`config.mk`:
```
export PLATFORM = sky130hd
export DESIGN_NAME = header_length_tail_frame_parser_core
export DESIGN_NICKNAME = d
export VERILOG_FILES = /design/src/hltfp_pkg.sv /design/src/hltfp_front.sv /design/src/hltfp_fifo.sv /design/src/hltfp_back.sv /design/src/header_length_tail_frame_parser_core.sv
export SDC_FILE = /design/constraint.sdc
export NUM_CORES = 1
export LEC_CHECK = 0
export ABC_AREA = 0
export BUFFER_PORTS_ARGS = -buffer_cell sky130_fd_sc_hd__buf_2
export CORE_AREA = 2 2 164 166
export DETAILED_ROUTE_END_ITERATION = 10
export DIE_AREA = 0 0 166 168
export PLACE_DENSITY = 0.77
export SKIP_LAST_GASP = 1
export SLEW_MARGIN = 10
export SYNTH_ARGS = -nofsm -noshare
export SYNTH_HDL_FRONTEND = slang
export SYNTH_SLANG_ARGS = --single-unit
```
`constraint.sdc`:
```
create_clock -name clk -period 10.2 [get_ports clk]
set_clock_uncertainty 0.15 [all_clocks]
set_input_delay 0.51 -clock clk [delete_from_list [all_inputs] [get_ports clk]]
set_output_delay 0.51 -clock clk [all_outputs]
set_load 0.05 [all_outputs]
```
`src/hltfp_pkg.sv`:
```
// Shared constants, types and register codes for the header/length/tail frame parser.
// No dependencies; used by every module of the block.
`timescale 1ns / 1ps

package hltfp_pkg;

    localparam int FRAME_DEPTH = 32;
    localparam int BYTE_W      = 8;
    localparam int IDX_W       = $clog2(FRAME_DEPTH + 1);
    localparam int ADDR_W      = $clog2(FRAME_DEPTH);
    localparam int CFG_IDX_W   = 2;

    localparam logic [CFG_IDX_W-1:0] CFG_HEADER_FIRST  = 2'd0;
    localparam logic [CFG_IDX_W-1:0] CFG_HEADER_SECOND = 2'd1;
    localparam logic [CFG_IDX_W-1:0] CFG_TAIL_VALUE    = 2'd2;

    localparam logic [BYTE_W-1:0] HEADER_FIRST_RST  = 8'hA1;
    localparam logic [BYTE_W-1:0] HEADER_SECOND_RST = 8'h1A;
    localparam logic [BYTE_W-1:0] TAIL_VALUE_RST    = 8'hAA;

    localparam logic KIND_FRAME = 1'b0;
    localparam logic KIND_ABORT = 1'b1;

    typedef struct packed {
        logic              en;
        logic [ADDR_W-1:0] addr;
        logic [BYTE_W-1:0] data;
    } store_wr_t;

    typedef struct packed {
        logic             kind;
        logic [IDX_W-1:0] count;
    } cmd_t;

    typedef struct packed {
        logic full;
        logic empty;
    } fifo_stat_t;

    typedef struct packed {
        logic busy;
        logic done;
    } back_stat_t;

endpackage

```
`src/hltfp_front.sv`:
```
// Front end: configuration registers, header/length/tail classification and store writes.
// Depends on hltfp_pkg.
`timescale 1ns / 1ps

module hltfp_front
(
    input  logic                                clk,
    input  logic                                rst_n,
    input  logic                                in_valid,
    output logic                                in_ready,
    input  logic [hltfp_pkg::BYTE_W-1:0]        in_byte,
    input  logic                                cfg_wr_en,
    input  logic [hltfp_pkg::CFG_IDX_W-1:0]     cfg_index,
    input  logic [hltfp_pkg::BYTE_W-1:0]        cfg_data,
    output hltfp_pkg::store_wr_t                store_wr,
    output logic                                cmd_push,
    output hltfp_pkg::cmd_t                     cmd,
    input  hltfp_pkg::fifo_stat_t               fifo_stat,
    input  hltfp_pkg::back_stat_t               back_stat
);

    logic [hltfp_pkg::BYTE_W-1:0] hf_reg, hf_next;
    logic [hltfp_pkg::BYTE_W-1:0] hs_reg, hs_next;
    logic [hltfp_pkg::BYTE_W-1:0] tail_reg, tail_next;
    logic [hltfp_pkg::BYTE_W-1:0] len_reg, len_next;
    logic [hltfp_pkg::IDX_W-1:0]  idx_reg, idx_next;
    logic                         armed_reg, armed_next;
    logic                         open_reg, open_next;
    logic                         wait_reg, wait_next;

    logic                         accept;
    logic                         hit1;
    logic                         hit2;
    logic                         store_req;
    logic                         full;
    logic [hltfp_pkg::IDX_W-1:0]  idx_inc;
    logic [hltfp_pkg::BYTE_W-1:0] eff_len;

    assign in_ready  = !fifo_stat.full && !wait_reg;
    assign accept    = in_valid && in_ready;
    assign hit1      = (in_byte == hf_reg);
    assign hit2      = !hit1 && (in_byte == hs_reg);
    assign store_req = hit1 || (hit2 && (armed_reg || open_reg)) || (!hit1 && !hit2 && open_reg);
    assign full      = (idx_reg == hltfp_pkg::IDX_W'(hltfp_pkg::FRAME_DEPTH));
    assign idx_inc   = idx_reg + hltfp_pkg::IDX_W'(1);
    assign eff_len   = (idx_reg == hltfp_pkg::IDX_W'(2)) ? in_byte : len_reg;

    always_comb
    begin
        hf_next    = hf_reg;
        hs_next    = hs_reg;
        tail_next  = tail_reg;
        len_next   = len_reg;
        idx_next   = idx_reg;
        armed_next = armed_reg;
        open_next  = open_reg;
        wait_next  = wait_reg;
        store_wr.en   = 1'b0;
        store_wr.addr = idx_reg[hltfp_pkg::ADDR_W-1:0];
        store_wr.data = in_byte;
        cmd_push   = 1'b0;
        cmd.kind   = hltfp_pkg::KIND_FRAME;
        cmd.count  = idx_inc;

        if (cfg_wr_en)
        begin
            case (cfg_index)
                hltfp_pkg::CFG_HEADER_FIRST:  hf_next   = cfg_data;
                hltfp_pkg::CFG_HEADER_SECOND: hs_next   = cfg_data;
                hltfp_pkg::CFG_TAIL_VALUE:    tail_next = cfg_data;
                default: ;
            endcase
        end

        if (back_stat.done)
        begin
            wait_next = 1'b0;
        end

        if (accept)
        begin
            if (store_req && full)
            begin
                cmd_push   = 1'b1;
                cmd.kind   = hltfp_pkg::KIND_ABORT;
                idx_next   = '0;
                armed_next = 1'b0;
                open_next  = 1'b0;
            end
            else if (store_req)
            begin
                store_wr.en = 1'b1;
                idx_next    = idx_inc;
                if (idx_reg == hltfp_pkg::IDX_W'(2))
                begin
                    len_next = in_byte;
                end
                if (hit1)
                begin
                    if (!open_reg)
                    begin
                        armed_next = 1'b1;
                    end
                end
                else if (hit2 && armed_reg)
                begin
                    open_next  = 1'b1;
                    armed_next = 1'b0;
                end
                else if (!hit2 && (8'(idx_inc) == eff_len) && (in_byte == tail_reg))
                begin
                    // frame complete: hand the count to the back end and hold input
                    cmd_push   = 1'b1;
                    wait_next  = 1'b1;
                    idx_next   = '0;
                    armed_next = 1'b0;
                    open_next  = 1'b0;
                end
            end
            else if (!hit1 && !hit2)
            begin
                idx_next   = '0;
                armed_next = 1'b0;
            end
        end
    end

    always_ff @(posedge clk or negedge rst_n)
    begin
        if (!rst_n)
        begin
            hf_reg    <= hltfp_pkg::HEADER_FIRST_RST;
            hs_reg    <= hltfp_pkg::HEADER_SECOND_RST;
            tail_reg  <= hltfp_pkg::TAIL_VALUE_RST;
            idx_reg   <= '0;
            armed_reg <= 1'b0;
            open_reg  <= 1'b0;
            wait_reg  <= 1'b0;
        end
        else
        begin
            hf_reg    <= hf_next;
            hs_reg    <= hs_next;
            tail_reg  <= tail_next;
            idx_reg   <= idx_next;
            armed_reg <= armed_next;
            open_reg  <= open_next;
            wait_reg  <= wait_next;
        end
    end

    always_ff @(posedge clk)
    begin
        len_reg <= len_next;
    end

endmodule

```
`src/hltfp_fifo.sv`:
```
// Two-entry command queue between the front end and the readout back end.
// Depends on hltfp_pkg.
`timescale 1ns / 1ps

module hltfp_fifo
(
    input  logic                  clk,
    input  logic                  rst_n,
    input  logic                  push,
    input  hltfp_pkg::cmd_t       push_cmd,
    input  logic                  pop,
    output hltfp_pkg::cmd_t       head_cmd,
    output hltfp_pkg::fifo_stat_t stat
);

    hltfp_pkg::cmd_t entry_reg [2];
    logic            wr_ptr_reg, wr_ptr_next;
    logic            rd_ptr_reg, rd_ptr_next;
    logic [1:0]      count_reg, count_next;
    logic            do_push;
    logic            do_pop;

    assign stat.full  = (count_reg == 2'd2);
    assign stat.empty = (count_reg == 2'd0);
    assign head_cmd   = entry_reg[rd_ptr_reg];
    assign do_push    = push && !stat.full;
    assign do_pop     = pop && !stat.empty;

    always_comb
    begin
        wr_ptr_next = wr_ptr_reg ^ do_push;
        rd_ptr_next = rd_ptr_reg ^ do_pop;
        count_next  = count_reg + 2'(do_push) - 2'(do_pop);
    end

    always_ff @(posedge clk or negedge rst_n)
    begin
        if (!rst_n)
        begin
            wr_ptr_reg <= 1'b0;
            rd_ptr_reg <= 1'b0;
            count_reg  <= 2'd0;
        end
        else
        begin
            wr_ptr_reg <= wr_ptr_next;
            rd_ptr_reg <= rd_ptr_next;
            count_reg  <= count_next;
        end
    end

    always_ff @(posedge clk)
    begin
        if (do_push)
        begin
            entry_reg[wr_ptr_reg] <= push_cmd;
        end
    end

endmodule

```
`src/hltfp_back.sv`:
```
// Back end: frame store memory, readout sequencer and output register.
// Depends on hltfp_pkg.
`timescale 1ns / 1ps

module hltfp_back
(
    input  logic                          clk,
    input  logic                          rst_n,
    input  hltfp_pkg::store_wr_t          store_wr,
    input  hltfp_pkg::cmd_t               head_cmd,
    input  hltfp_pkg::fifo_stat_t         fifo_stat,
    output logic                          pop,
    output hltfp_pkg::back_stat_t         stat,
    output logic                          out_valid,
    input  logic                          out_ready,
    output logic                          out_kind,
    output logic [hltfp_pkg::BYTE_W-1:0]  out_data,
    output logic                          out_last
);

    localparam logic [1:0] S_IDLE  = 2'd0;
    localparam logic [1:0] S_FETCH = 2'd1;
    localparam logic [1:0] S_SEND  = 2'd2;

    logic [hltfp_pkg::BYTE_W-1:0] mem [hltfp_pkg::FRAME_DEPTH];
    logic [hltfp_pkg::BYTE_W-1:0] rd_data_reg;

    logic [1:0]                   state_reg, state_next;
    logic [hltfp_pkg::ADDR_W-1:0] addr_reg, addr_next;
    logic [hltfp_pkg::IDX_W-1:0]  count_reg, count_next;
    logic                         ovalid_reg, ovalid_next;
    logic                         okind_reg, okind_next;
    logic [hltfp_pkg::BYTE_W-1:0] odata_reg, odata_next;
    logic                         olast_reg, olast_next;

    logic                         slot_free;
    logic                         at_last;

    assign slot_free = !ovalid_reg || out_ready;
    assign at_last   = ({1'b0, addr_reg} == (count_reg - hltfp_pkg::IDX_W'(1)));
    assign out_valid = ovalid_reg;
    assign out_kind  = okind_reg;
    assign out_data  = odata_reg;
    assign out_last  = olast_reg;
    assign stat.busy = (state_reg != S_IDLE);

    always_comb
    begin
        state_next  = state_reg;
        addr_next   = addr_reg;
        count_next  = count_reg;
        ovalid_next = ovalid_reg && !out_ready;
        okind_next  = okind_reg;
        odata_next  = odata_reg;
        olast_next  = olast_reg;
        pop         = 1'b0;
        stat.done   = 1'b0;

        case (state_reg)
            S_IDLE:
            begin
                if (!fifo_stat.empty)
                begin
                    if (head_cmd.kind == hltfp_pkg::KIND_ABORT)
                    begin
                        if (slot_free)
                        begin
                            pop         = 1'b1;
                            ovalid_next = 1'b1;
                            okind_next  = hltfp_pkg::KIND_ABORT;
                            odata_next  = '0;
                            olast_next  = 1'b1;
                        end
                    end
                    else
                    begin
                        pop        = 1'b1;
                        addr_next  = '0;
                        count_next = head_cmd.count;
                        state_next = S_FETCH;
                    end
                end
            end
            S_FETCH:
            begin
                state_next = S_SEND;
            end
            S_SEND:
            begin
                if (slot_free)
                begin
                    ovalid_next = 1'b1;
                    okind_next  = hltfp_pkg::KIND_FRAME;
                    odata_next  = rd_data_reg;
                    olast_next  = at_last;
                    if (at_last)
                    begin
                        stat.done  = 1'b1;
                        state_next = S_IDLE;
                    end
                    else
                    begin
                        addr_next  = addr_reg + hltfp_pkg::ADDR_W'(1);
                        state_next = S_FETCH;
                    end
                end
            end
            default:
            begin
                state_next = S_IDLE;
            end
        endcase
    end

    always_ff @(posedge clk or negedge rst_n)
    begin
        if (!rst_n)
        begin
            state_reg  <= S_IDLE;
            ovalid_reg <= 1'b0;
        end
        else
        begin
            state_reg  <= state_next;
            ovalid_reg <= ovalid_next;
        end
    end

    always_ff @(posedge clk)
    begin
        addr_reg  <= addr_next;
        count_reg <= count_next;
        okind_reg <= okind_next;
        odata_reg <= odata_next;
        olast_reg <= olast_next;
    end

    always_ff @(posedge clk)
    begin
        if (store_wr.en)
        begin
            mem[store_wr.addr] <= store_wr.data;
        end
        rd_data_reg <= mem[addr_reg];
    end

endmodule

```
`src/header_length_tail_frame_parser_core.sv`:
```
// Top level of the header/length/tail frame parser: front end, command queue, back end.
// Depends on hltfp_pkg, hltfp_front, hltfp_fifo and hltfp_back.
`timescale 1ns / 1ps

// Takes one received byte per beat and collects a frame that opens on two header bytes,
// carries a length byte at offset 2 and closes on a tail byte; the finished frame is sent
// out byte by byte with tlast on the final byte, and a store overflow gives one abort beat
// (tuser high, tdata zero, tlast high). A byte is accepted whenever the two-entry
// command queue has room and no frame readout is pending. A completed frame is read
// from the frame store byte by byte, each byte passing a fetch state for the registered
// read and then a send state that waits while the output register is stalled, and the
// input stays stalled from the completing byte until the final frame byte is in the
// output register. An abort beat leaves the queue once the output register is free.
// Configuration writes take effect at the next edge and are expected only while the
// block is idle.

module header_length_tail_frame_parser_core
(
    input  logic                                 clk,
    input  logic                                 rst_n,
    input  logic                                 s_axis_tvalid,
    output logic                                 s_axis_tready,
    input  logic [hltfp_pkg::BYTE_W-1:0]         s_axis_tdata,   // [7:0] rx_byte
    output logic                                 m_axis_tvalid,
    input  logic                                 m_axis_tready,
    output logic [hltfp_pkg::BYTE_W-1:0]         m_axis_tdata,   // [7:0] byte_value
    output logic                                 m_axis_tuser,   // [0] result_kind
    output logic                                 m_axis_tlast,
    input  logic                                 cfg_wr_en,
    input  logic [hltfp_pkg::CFG_IDX_W-1:0]      cfg_index,
    input  logic [hltfp_pkg::BYTE_W-1:0]         cfg_data
);

    hltfp_pkg::store_wr_t   store_wr;
    hltfp_pkg::cmd_t        push_cmd;
    hltfp_pkg::cmd_t        head_cmd;
    hltfp_pkg::fifo_stat_t  fifo_stat;
    hltfp_pkg::back_stat_t  back_stat;
    logic                   cmd_push;
    logic                   cmd_pop;

    hltfp_front u_front
    (
        .clk       (clk),
        .rst_n     (rst_n),
        .in_valid  (s_axis_tvalid),
        .in_ready  (s_axis_tready),
        .in_byte   (s_axis_tdata),
        .cfg_wr_en (cfg_wr_en),
        .cfg_index (cfg_index),
        .cfg_data  (cfg_data),
        .store_wr  (store_wr),
        .cmd_push  (cmd_push),
        .cmd       (push_cmd),
        .fifo_stat (fifo_stat),
        .back_stat (back_stat)
    );

    hltfp_fifo u_fifo
    (
        .clk      (clk),
        .rst_n    (rst_n),
        .push     (cmd_push),
        .push_cmd (push_cmd),
        .pop      (cmd_pop),
        .head_cmd (head_cmd),
        .stat     (fifo_stat)
    );

    hltfp_back u_back
    (
        .clk       (clk),
        .rst_n     (rst_n),
        .store_wr  (store_wr),
        .head_cmd  (head_cmd),
        .fifo_stat (fifo_stat),
        .pop       (cmd_pop),
        .stat      (back_stat),
        .out_valid (m_axis_tvalid),
        .out_ready (m_axis_tready),
        .out_kind  (m_axis_tuser),
        .out_data  (m_axis_tdata),
        .out_last  (m_axis_tlast)
    );

`ifndef SYNTH
    a_abort_beat: assert property (@(posedge clk) disable iff (!rst_n)
        (m_axis_tvalid && m_axis_tuser) |-> (m_axis_tdata == '0 && m_axis_tlast))
        else $error("abort beat carries data or lacks tlast");

    a_no_push_full: assert property (@(posedge clk) disable iff (!rst_n)
        cmd_push |-> !fifo_stat.full)
        else $error("command pushed into a full queue");

    a_readout_blocks_input: assert property (@(posedge clk) disable iff (!rst_n)
        (back_stat.busy && !back_stat.done) |-> !store_wr.en)
        else $error("frame store written during readout");

    a_done_ends_frame: assert property (@(posedge clk) disable iff (!rst_n)
        back_stat.done |=> (m_axis_tvalid && m_axis_tlast && !m_axis_tuser))
        else $error("readout finished without a final frame beat");
`endif

endmodule

```
# == Word-level counts from Yosys, hierarchy flattened ==
# Memories as Yosys holds them, arrays and structs flattened. A register that Yosys moved wholly into a read port is not among the register bits.
# Cells that the tools add are included.
# classes
n_addsub,5
eq_ne,21
n_mux,73
bitwise,5
n_reduce_logical,42
# ops
operator,count
two-way mux 1 bit,49
two-way mux 8 bit,5
two-way mux 6 bit,6
== test 8 bit,3
two-way mux 5 bit,4
one-hot mux 8 bit (2 select lines),1
logical AND 1 bit,13
inequality test 2 bit (second input constant),5
one-hot mux 5 bit (2 select lines),1
AND reduction 5 bit,2
AND reduction 3 bit,3
== test 6 x 8 -> 1 bit,1
AND reduction 2 bit,4
AND reduction 4 bit,2
logical NOT 1 bit,7
adder 6 x 1 -> 6 bit (second input constant),1
== test 2 bit (second input constant),3
== test 5 x 6 -> 1 bit,1
== test 6 x 2 -> 1 bit (second input constant),1
== test 6 bit (second input constant),1
logical NOT 2 bit,3
two-way mux 2 bit,3
one-hot mux 1 bit (2 select lines),3
one-hot mux 2 bit (3 select lines),1
13 further kinds,23
# word_totals
reg_bits,69
mem_bits_rw,270
input_bits,23
output_inout_bits,12
elab_cells,166
n_memories,2
# memory_table
name,words,word_bits,read_ports,rd_ports_with_merged_regs,wr,line_no,text
u_back.mem,32,8,1,1,1,hltfp_back.sv:25,logic [hltfp_pkg::BYTE_W-1:0] mem [hltfp_pkg::FRAME_DEPTH];
u_fifo.entry_reg,2,7,1,0,1,hltfp_fifo.sv:16,hltfp_pkg::cmd_t entry_reg [2];

# == Longest topological paths before layout ==
# Gate-level depths: netlist of run 1.
# logic_depth
word_depth,15
depth_mapped,13
mapped_depth_nobuf,12

# == Hierarchy ==
# A second synthesis of run 1 with hierarchy kept.
# hier_totals
hier_cells,842
hier_area_um2,14380.0
# by_module_without_submodules
mod,instances,cells_per_inst,area_each_um2,seq_area_each_um2
hltfp_back,1,583,11240.8,8553.2
hltfp_front,1,217,2374.8,1078.5
hltfp_fifo,1,42,764.5,520.5

# == Worst setup path before layout of run 1 ==
# Ideal clock, no wire load.
# synth_path
path_kind,register to register
from,reg u_fifo.count_reg[1]
to,"mem u_back.mem[12][0] (netlist bit), enable pin"
setup_time_ns,0.383
t_arrival_ns,3.024
required_time_ns,9.667
setup_slack_ns,6.642
stages_incl_launch_ff,6
n_path_buf,0
period_less_slack_ns,3.558
path_cell_list,dfrtp_1 -> a21oi_1 -> nand3_1 -> nor2_1 -> nand2_1 -> nor3_1
# synth_via
elab_chain_len,7
# synth_rtl
element,line_no,text
"start, declared",hltfp_fifo.sv:19,"logic [1:0] count_reg, count_next;"
"start signal, assigned",hltfp_fifo.sv:48,count_reg <= count_next;
== test 2 bit,hltfp_fifo.sv:23,assign stat.full = (count_reg == 2'd2);
logical NOT 1 bit,hltfp_front.sv:39,assign in_ready = !fifo_stat.full && !wait_reg;
logical AND 1 bit,hltfp_front.sv:39,
named net s_axis_tready,header_length_tail_frame_parser_core.sv:22,"output logic s_axis_tready,"
logical AND 1 bit,hltfp_front.sv:40,assign accept = in_valid && in_ready;
two-way mux 1 bit,hltfp_front.sv:80,if (accept)
two-way mux 1 bit,hltfp_back.sv:140,if (store_wr.en)
two-way mux 1 bit (implied by the code),hltfp_back.sv:142,mem[store_wr.addr] <= store_wr.data;
"end, declared",hltfp_back.sv:25,
# The timed path passes the listed nets, and every way through them passes these cells.

==> impl_metrics.yaml, run 1 <==
run_status:
  status: "finished, final reports clean"
route:
  postRouteAntennaNets: 0
  via_count: 7068
  wire_per_inst_um: 23.84
  vias_per_cell: 6.057
  drt_iter0_drc: 651
  firstDrtPassIters: 5
  drc: 0
  routed_wirelength_um: 27820
clock_tree:
  htreeDepth: 2
  cts_sinks: 347
  postCtsResizedCells: 0
  ctsHoldBuffers: 1
  cts_buffers: 35
  root_buffer: "clkbuf_16"
  cts_setup_buffers: 0
  tritoncts: "done"
  cts.reportedPaths.clkPinSlew_ns: 0.05
  worstSkewPairLatency_ns: 0.51
  clockBufferDepth: 3
logic_synthesis:
  syn-instance-count: 746
  yosysWarnings: 0
  syn_nets: 779
  synth_cell_types: 56
  synth-async-reset-ratio: 0.1153
  ys_seq_area_frac: 0.7182
  synth_area_um2: 14140
  avgSynthCellArea_um2: 18.95
  synth-edff-count: 299
  synth_top_flop_cell: "edfxtp_1"
  ys_seq_elements: 347
worst_setup_path:
  timing.rr.end: "u_fifo.entry_reg[1][1]"
  cp_common_cell: "ha_1"
  startpoint_type: "flip-flop"
  path_class: "reg -> reg"
  timing.critical_path.required_ns: 10.22
  critPathLaunch: "u_front.idx_reg[0]"
  worstSetupEndpointType: "flip-flop"
  crit_slowest_cell: "nor2b_1"
  reg2reg_from: "u_front.idx_reg[0]"
  crit_chain: "inv_1 -> ha_1 -> nor2b_1 -> a21boi_0 -> o211a_1 -> nor4_1 -> and4_1 -> nand3_1 -> o21bai_1 -> ha_1"
  arrival_ns: 3.83
  rr_worst_depth: 10
  reg2reg_setup_slack_ns: 6.40
  path_max_fanout: 9
  slowest_delay_ns: 0.51
power:
  internal_power_uw: 3060
  power.leakage_uw: 0.005268
  p_sw_frac: 0.2996
  pwr-share-comb: 0.287
  ir_worst_vdd_mv: 0.1796
  p_sw_uw: 1309
  seqPwrFrac: 0.426
  p_per_area_nw_per_um2: 276.3
  pwr-share-clk: 0.287
min_path:
  worstHoldEndpoint: "u_front.hf_reg[3]"
  hold_path_startpoint: "cfg_data[3]"
  holdPathStages: 2
  holdCritPathClass: "in -> reg"
timing:
  rsz0062_at_grt: "no"
  max_slew_margin: 0.1923
  setup_viol: 0
  fin_crit_sh: 0.3729
  worst_pin_slew_ns: 1.202
  setup_tns_ns: 0
  slew_violations: 0
  clock.fmax_mhz: 262.9
  min_period_ns: 3.803
  hold_violations: 0
  hold_slack_ns: 0.1128
floorplanning:
  rows: 60
  core-area_um2: 26350
  die_w_um: 166
  die_area_um2: 27890
  die_y_um: 168
  initial_core_util: 0.5365
  ios: 35
place:
  gp_congestion: 0.8418
  placed_cell_area_um2: 14680
  dp_hpwl_um: 17350
  portBuffers: 34
layout:
  layout_common_cells: "299 x edfxtp_1, 80 x mux4_2, 45 x nor2_1"
  largest_reg_flops: 256
  design_area_um2: 15820
  final_nets: 833
  area_growth_pct: 11.89
  drive_gt1_frac: 0.2833
  final_common_cell: "edfxtp_1"
  fillers: 1856
  final_core_util: 0.6002
  diodes: 0
global_routing:
  grt_pass1_vias: 7201
  grt_usage: 0.2046
  antenna_found_initial: 0
  grt_remaining_overflow: 0
  grt_max_degree: 68
  grt_pass1_wl_um: 43150
run:
  max-cap-violations: 0
Yosys cell counts, types with 3 or more instances:
master / number / area, µm²
buf_2: 5 / 25.02
nor2b_1: 4 / 25.02
o21ai_1: 3 / 15.01
nor4_1: 10 / 62.56
edfxtp_1: 299 / 8979
nand2_1: 18 / 67.56
dfstp_2: 10 / 262.8
a21oi_1: 11 / 55.05
a22o_1: 5 / 43.79
nand2b_1: 6 / 37.54
o21ai_0: 6 / 30.03
dfxtp_1: 8 / 160.2
mux2_2: 43 / 484.2
and3_1: 6 / 37.54
ha_1: 10 / 125.1
nor3_1: 8 / 40.04
nand3b_1: 5 / 37.54
inv_1: 13 / 48.80
xnor2_1: 16 / 140.1
nand4_1: 6 / 37.54
nor2_1: 45 / 168.9
mux4_2: 80 / 1802
clkbuf_1: 18 / 67.56
xor2_1: 21 / 183.9
and2_1: 10 / 62.56
dfrtp_1: 30 / 750.7
nand3_1: 13 / 65.06
cells by family (layout without fill, tap and decap cells):
family,Yosys count,after routing,share of synthesized area
DFF,347,347,0.7182
and+or+nand+nor,140,140,0.05116
muxes,124,124,0.1624
AOI/OAI and AO/OA,47,47,0.02381
buffers and inverters,41,121,0.01266
xor gates and xnor gates,37,37,0.02292
adders and majority gates,10,10,0.008851
final cells by class:
cell class / instances / area [µm²] / share of cell area
multi-input cells: 358 / 3805 / 0.2406
well taps: 341 / 426.7 / 0.02698
clock inverters: 14 / 137.6 / 0.008702
repair buffers: 45 / 255.2 / 0.01614
inverters: 13 / 48.80 / 0.003085
flip-flops and latches: 347 / 10150 / 0.6419
clock buffers: 49 / 991.0 / 0.06265
per-stage QoR:
| step | setup WS (ns) | power [µW] | instances |
|---|---|---|---|
| global route | 5.992 | 4564 | 1167 |
| global placement | 6.284 | 3121 | 1103 |
| CTS | 6.418 | 4407 | 1167 |
| finish | 6.397 | 4370 | 1167 |
| detailed placement | 6.043 | 3147 | 1103 |
| floorplan | 6.642 | 2799 | 746 |
power by group through the flow:
stage / Clock (µW) / Sequential [µW] / Combinational (µW)
after CTS: 1280 / 1860 / 1270
after global routing: 1330 / 1880 / 1350
after detailed placement: 0 / 1890 / 1260
after global placement: 0 / 1880 / 1240
after floorplan: 0 / 1890 / 907
final: 1260 / 1860 / 1250
how the worst max path moves through the flow:
stage | to | slack, ns | depth (start not counted)
floorplan | u_back.mem[12][0] | 6.64 | 5
global placement | u_back.mem[13][1] | 6.28 | 9
detailed placement | u_back.mem[12][6] | 6.04 | 9
CTS | u_fifo.entry_reg[1][1] | 6.42 | 10
global route | u_fifo.entry_reg[0][5] | 5.99 | 10
finish | u_fifo.entry_reg[1][1] | 6.40 | 10
metal layers:
metal | routed length, µm | vias up | track usage
met5 | 0 | - | 0
met4 | 591 | 0 | 0.05671
met3 | 1683 | 47 | 0.03808
met2 | 13540 | 255 | 0.3285
met1 | 12000 | 3660 | 0.2935
li1 | - | 3106 | -
worst max-delay path, delay by kind of cell, from the launching register on:
kind / cells / cell delay (ns)
AND/OR/NAND/NOR: 4 / 1.10
buffers and inverters: 1 / 0.24
flip-flops: 1 / 0.43
AO/OA/AOI/OAI: 3 / 0.88
adder cells (fa/ha/maj): 2 / 0.67
No activity file was read; power rests on OpenSTA's default activity.
==> run 2: changes to the inputs <==
--- a/config.mk
+++ b/config.mk
@@ -5,12 +5,12 @@
 export SDC_FILE = /design/constraint.sdc
 export NUM_CORES = 1
 export LEC_CHECK = 0
-export ABC_AREA = 0
+export ABC_AREA = 1
 export BUFFER_PORTS_ARGS = -buffer_cell sky130_fd_sc_hd__buf_2
-export CORE_AREA = 2 2 164 166
+export CORE_AREA = 2 2 166 168
 export DETAILED_ROUTE_END_ITERATION = 10
-export DIE_AREA = 0 0 166 168
-export PLACE_DENSITY = 0.77
+export DIE_AREA = 0 0 168 170
+export PLACE_DENSITY = 0.8
 export SKIP_LAST_GASP = 1
 export SLEW_MARGIN = 10
 export SYNTH_ARGS = -nofsm -noshare
==> constraint.sdc (replaced) <==
create_clock -name clk -period 3.15 [get_ports clk]
set_clock_uncertainty 0.15 [all_clocks]
set_input_delay 0.1575 -clock clk [delete_from_list [all_inputs] [get_ports clk]]
set_output_delay 0.1575 -clock clk [all_outputs]
set_load 0.05 [all_outputs]
==> impl_metrics.yaml, run 2 <==
global_routing:
  grt_max_degree: 132
  grt_remaining_overflow: 0
  antenna_found_initial: 0
  grt_usage: 0.2394
  grt_pass1_wl_um: 52290
  grt_pass1_vias: 9763
power:
  power.leakage_uw: 0.006161
  ir_worst_vdd_mv: 0.4495
  p_per_area_nw_per_um2: 800.6
  p_total_uw: 13350
logic_synthesis:
  synth.most_common_cell: "edfxtp_1"
  synth_xor_area_frac: 0.01444
  synthAdderAreaFrac: 0.008595
  synth-edff-count: 299
  synth-compound-area-share: 0.1025
  ys_seq_area_frac: 0.6974
  synth-async-reset-ratio: 0.1153
  yosysTopAreaCellShare: 0.6168
  avgSynthCellArea_um2: 11.54
  synth_mux_area_frac: 0
  yosys-top-cells-count: "299 x edfxtp_1, 204 x nor2_1, 179 x nand2_1"
  ys_seq_elements: 347
  yosysTopAreaCell: "edfxtp_1"
  synthSimpleGateAreaFrac: 0.1357
  synth_top_family_by_area: "simple AND/OR/NAND/NOR gates"
  synth_area_um2: 14560
  syn_nets: 1294
  synth_top_flop_cell: "edfxtp_1"
  yosysWarnings: 0
  synthTopCellsByArea: "edfxtp_1 62%, o21ai_0 5.6%, nor2_1 5.3%"
  synth_cell_types: 38
  syn-instance-count: 1261
route:
  postRouteAntennaNets: 0
  wire_per_inst_um: 19.66
  drt_iter0_drc: 1102
  vias_per_cell: 5.806
  via_count: 9963
  drc: 0
  routed_wirelength_um: 33740
  firstDrtPassIters: 5
layout:
  largest_reg_flops: 256
  finalNonFillerCells: 1716
  drive_gt1_frac: 0.1360
  design_area_um2: 16680
  layout_common_cells: "299 x edfxtp_1, 204 x nor2_1, 179 x nand2_1"
  area_growth_pct: 14.57
  final_nets: 1380
  diodes: 0
  final_common_cell: "edfxtp_1"
worst_setup_path:
  path_class: "reg -> reg"
  startpoint_type: "flip-flop"
  path_max_fanout: 8
  arrival_ns: 3.07
  worstSetupEndpointType: "flip-flop"
  timing.critical_path.required_ns: 3.22
place:
  portBuffers: 34
  dp_cells: 1638
  dp_hpwl_um: 20970
  gp_congestion: 0.8932
  placed_cell_area_um2: 15390
floorplanning:
  die_w_um: 168
  die_y_um: 170
  rows: 60
  core-area_um2: 26650
  initial_core_util: 0.5462
  die_area_um2: 28560
  ios: 35
timing:
  fin_crit_sh: 0.9521
  slew_violations: 0
  setup_tns_ns: 0
  hold_violations: 0
  setup_viol: 0
  min_period_ns: 2.999
  max_slew_margin: 0.3486
  worst_pin_slew_ns: 0.9772
  clock.fmax_mhz: 333.4
  rsz0062_at_grt: "no"
clock_tree:
  tritoncts: "done"
  cts.reportedPaths.clkPinSlew_ns: 0.06
  worstSkewPairLatency_ns: 0.51
  htreeDepth: 2
  cts_buffers: 36
  clockBufferDepth: 3
  cts_sinks: 347
  root_buffer: "clkbuf_16"
min_path:
  holdCritPathClass: "in -> reg"
run:
  max-cap-violations: 0
run_status:
  status: "finished, final reports clean"
==> run 2: cell types whose count changed in the layout (fill, tap and decap cells not counted), moves of 45 or more <==
cell,change
buf_4,+45
o21ai_0,+156
mux4_2,-80
inv_1,+75
nor2_1,+159
nand2_1,+161
==> run 2: what timing repair did <==
| action | 4_1_cts | 5_1_grt |
|---|---|---|
| endpoints found under the setup margin | 0 | 14 |
| endpoints found under the hold margin | 63 | 0 |
| setup buffers | 0 | 0 |
| resized for setup | 0 | 3 |
| hold buffers | 12 | 0 |
==> run 2: cells by family (layout without fill, tap and decap cells) <==
logic type               after synthesis  count (layout)
AO/OA/AOI/OAI                        261             261
XOR/XNOR                              24              24
adder cells (fa/ha/maj)               10              10
buffers and inverters                151             265
flip-flops                           347             347
AND/OR/NAND/NOR                      468             468
==> run 2: final cells by class <==
cell class,count,area [µm²]
fill,1919,9973
multi-input combinational,763,3816
timing repair buffer,104,763.2
sequential,347,10150
inverter,95,357.8
tap,341,426.7
clock inverter,18,153.9
clock buffer,48,1007
==> run 2: routing by layer <==
metal | vias up | wire length, µm | global-route usage
met4 | 0 | 882 | 0.08091
met3 | 55 | 2887 | 0.04023
met5 | - | 0 | 0
li1 | 4613 | - | -
met1 | 4801 | 12860 | 0.3059
met2 | 494 | 17100 | 0.4183
==> run 2: stage by stage <==
step	hold WS [ns]	utilization	setup slack (ns)
after floorplan	-0.2881	-	0.2719
after global placement	0.1915	0.5774	0.2187
after detailed placement	0.1904	0.5774	0.09791
after CTS	0.008178	0.6255	0.07620
after global routing	0.03540	0.6258	0.02150
final	0.006154	0.6258	0.1508
==> run 2: path summary, 6_finish.rpt <==
kind	cells after the start	slack [ns]	end	startpoint
max	13	0.15	u_back.mem[18][0]	u_front.hs_reg[4]
min	3	0.006	u_front.len_reg[7]	s_axis_tdata[7]
max reg2reg	13	0.15	u_back.mem[18][0]	u_front.hs_reg[4]
min reg2reg	1	0.33	u_back.state_reg[1]	u_back.state_reg[1]
max in group asynchronous	2	2.04	u_front.hs_reg[2]	rst_n
min in group asynchronous	2	0.18	u_back.out_valid	rst_n
==> run 2: critical path, cell delays in order (launching register included) <==
cell and delay [ns]:
dfstp_2 0.54, inv_1 0.04, nand2_1 0.04, nand2_1 0.05
nor2_1 0.12, nand2_1 0.09, nor2_2 0.15, nand2_1 0.11
nand3_2 0.10, nand2_1 0.09, nor2_2 0.31, nand2_1 0.46
nor2_1 0.24, buf_4 0.21
==> run 2: power breakdown <==
| part | leakage [µW] | internal, µW | switching (µW) |
|---|---|---|---|
| Combinational | 0.00234 | 1100 | 2620 |
| Sequential | 0.00325 | 5340 | 175 |
| Clock | 0.000572 | 2430 | 1690 |
| Total | 0.00616 | 8860 | 4490 |
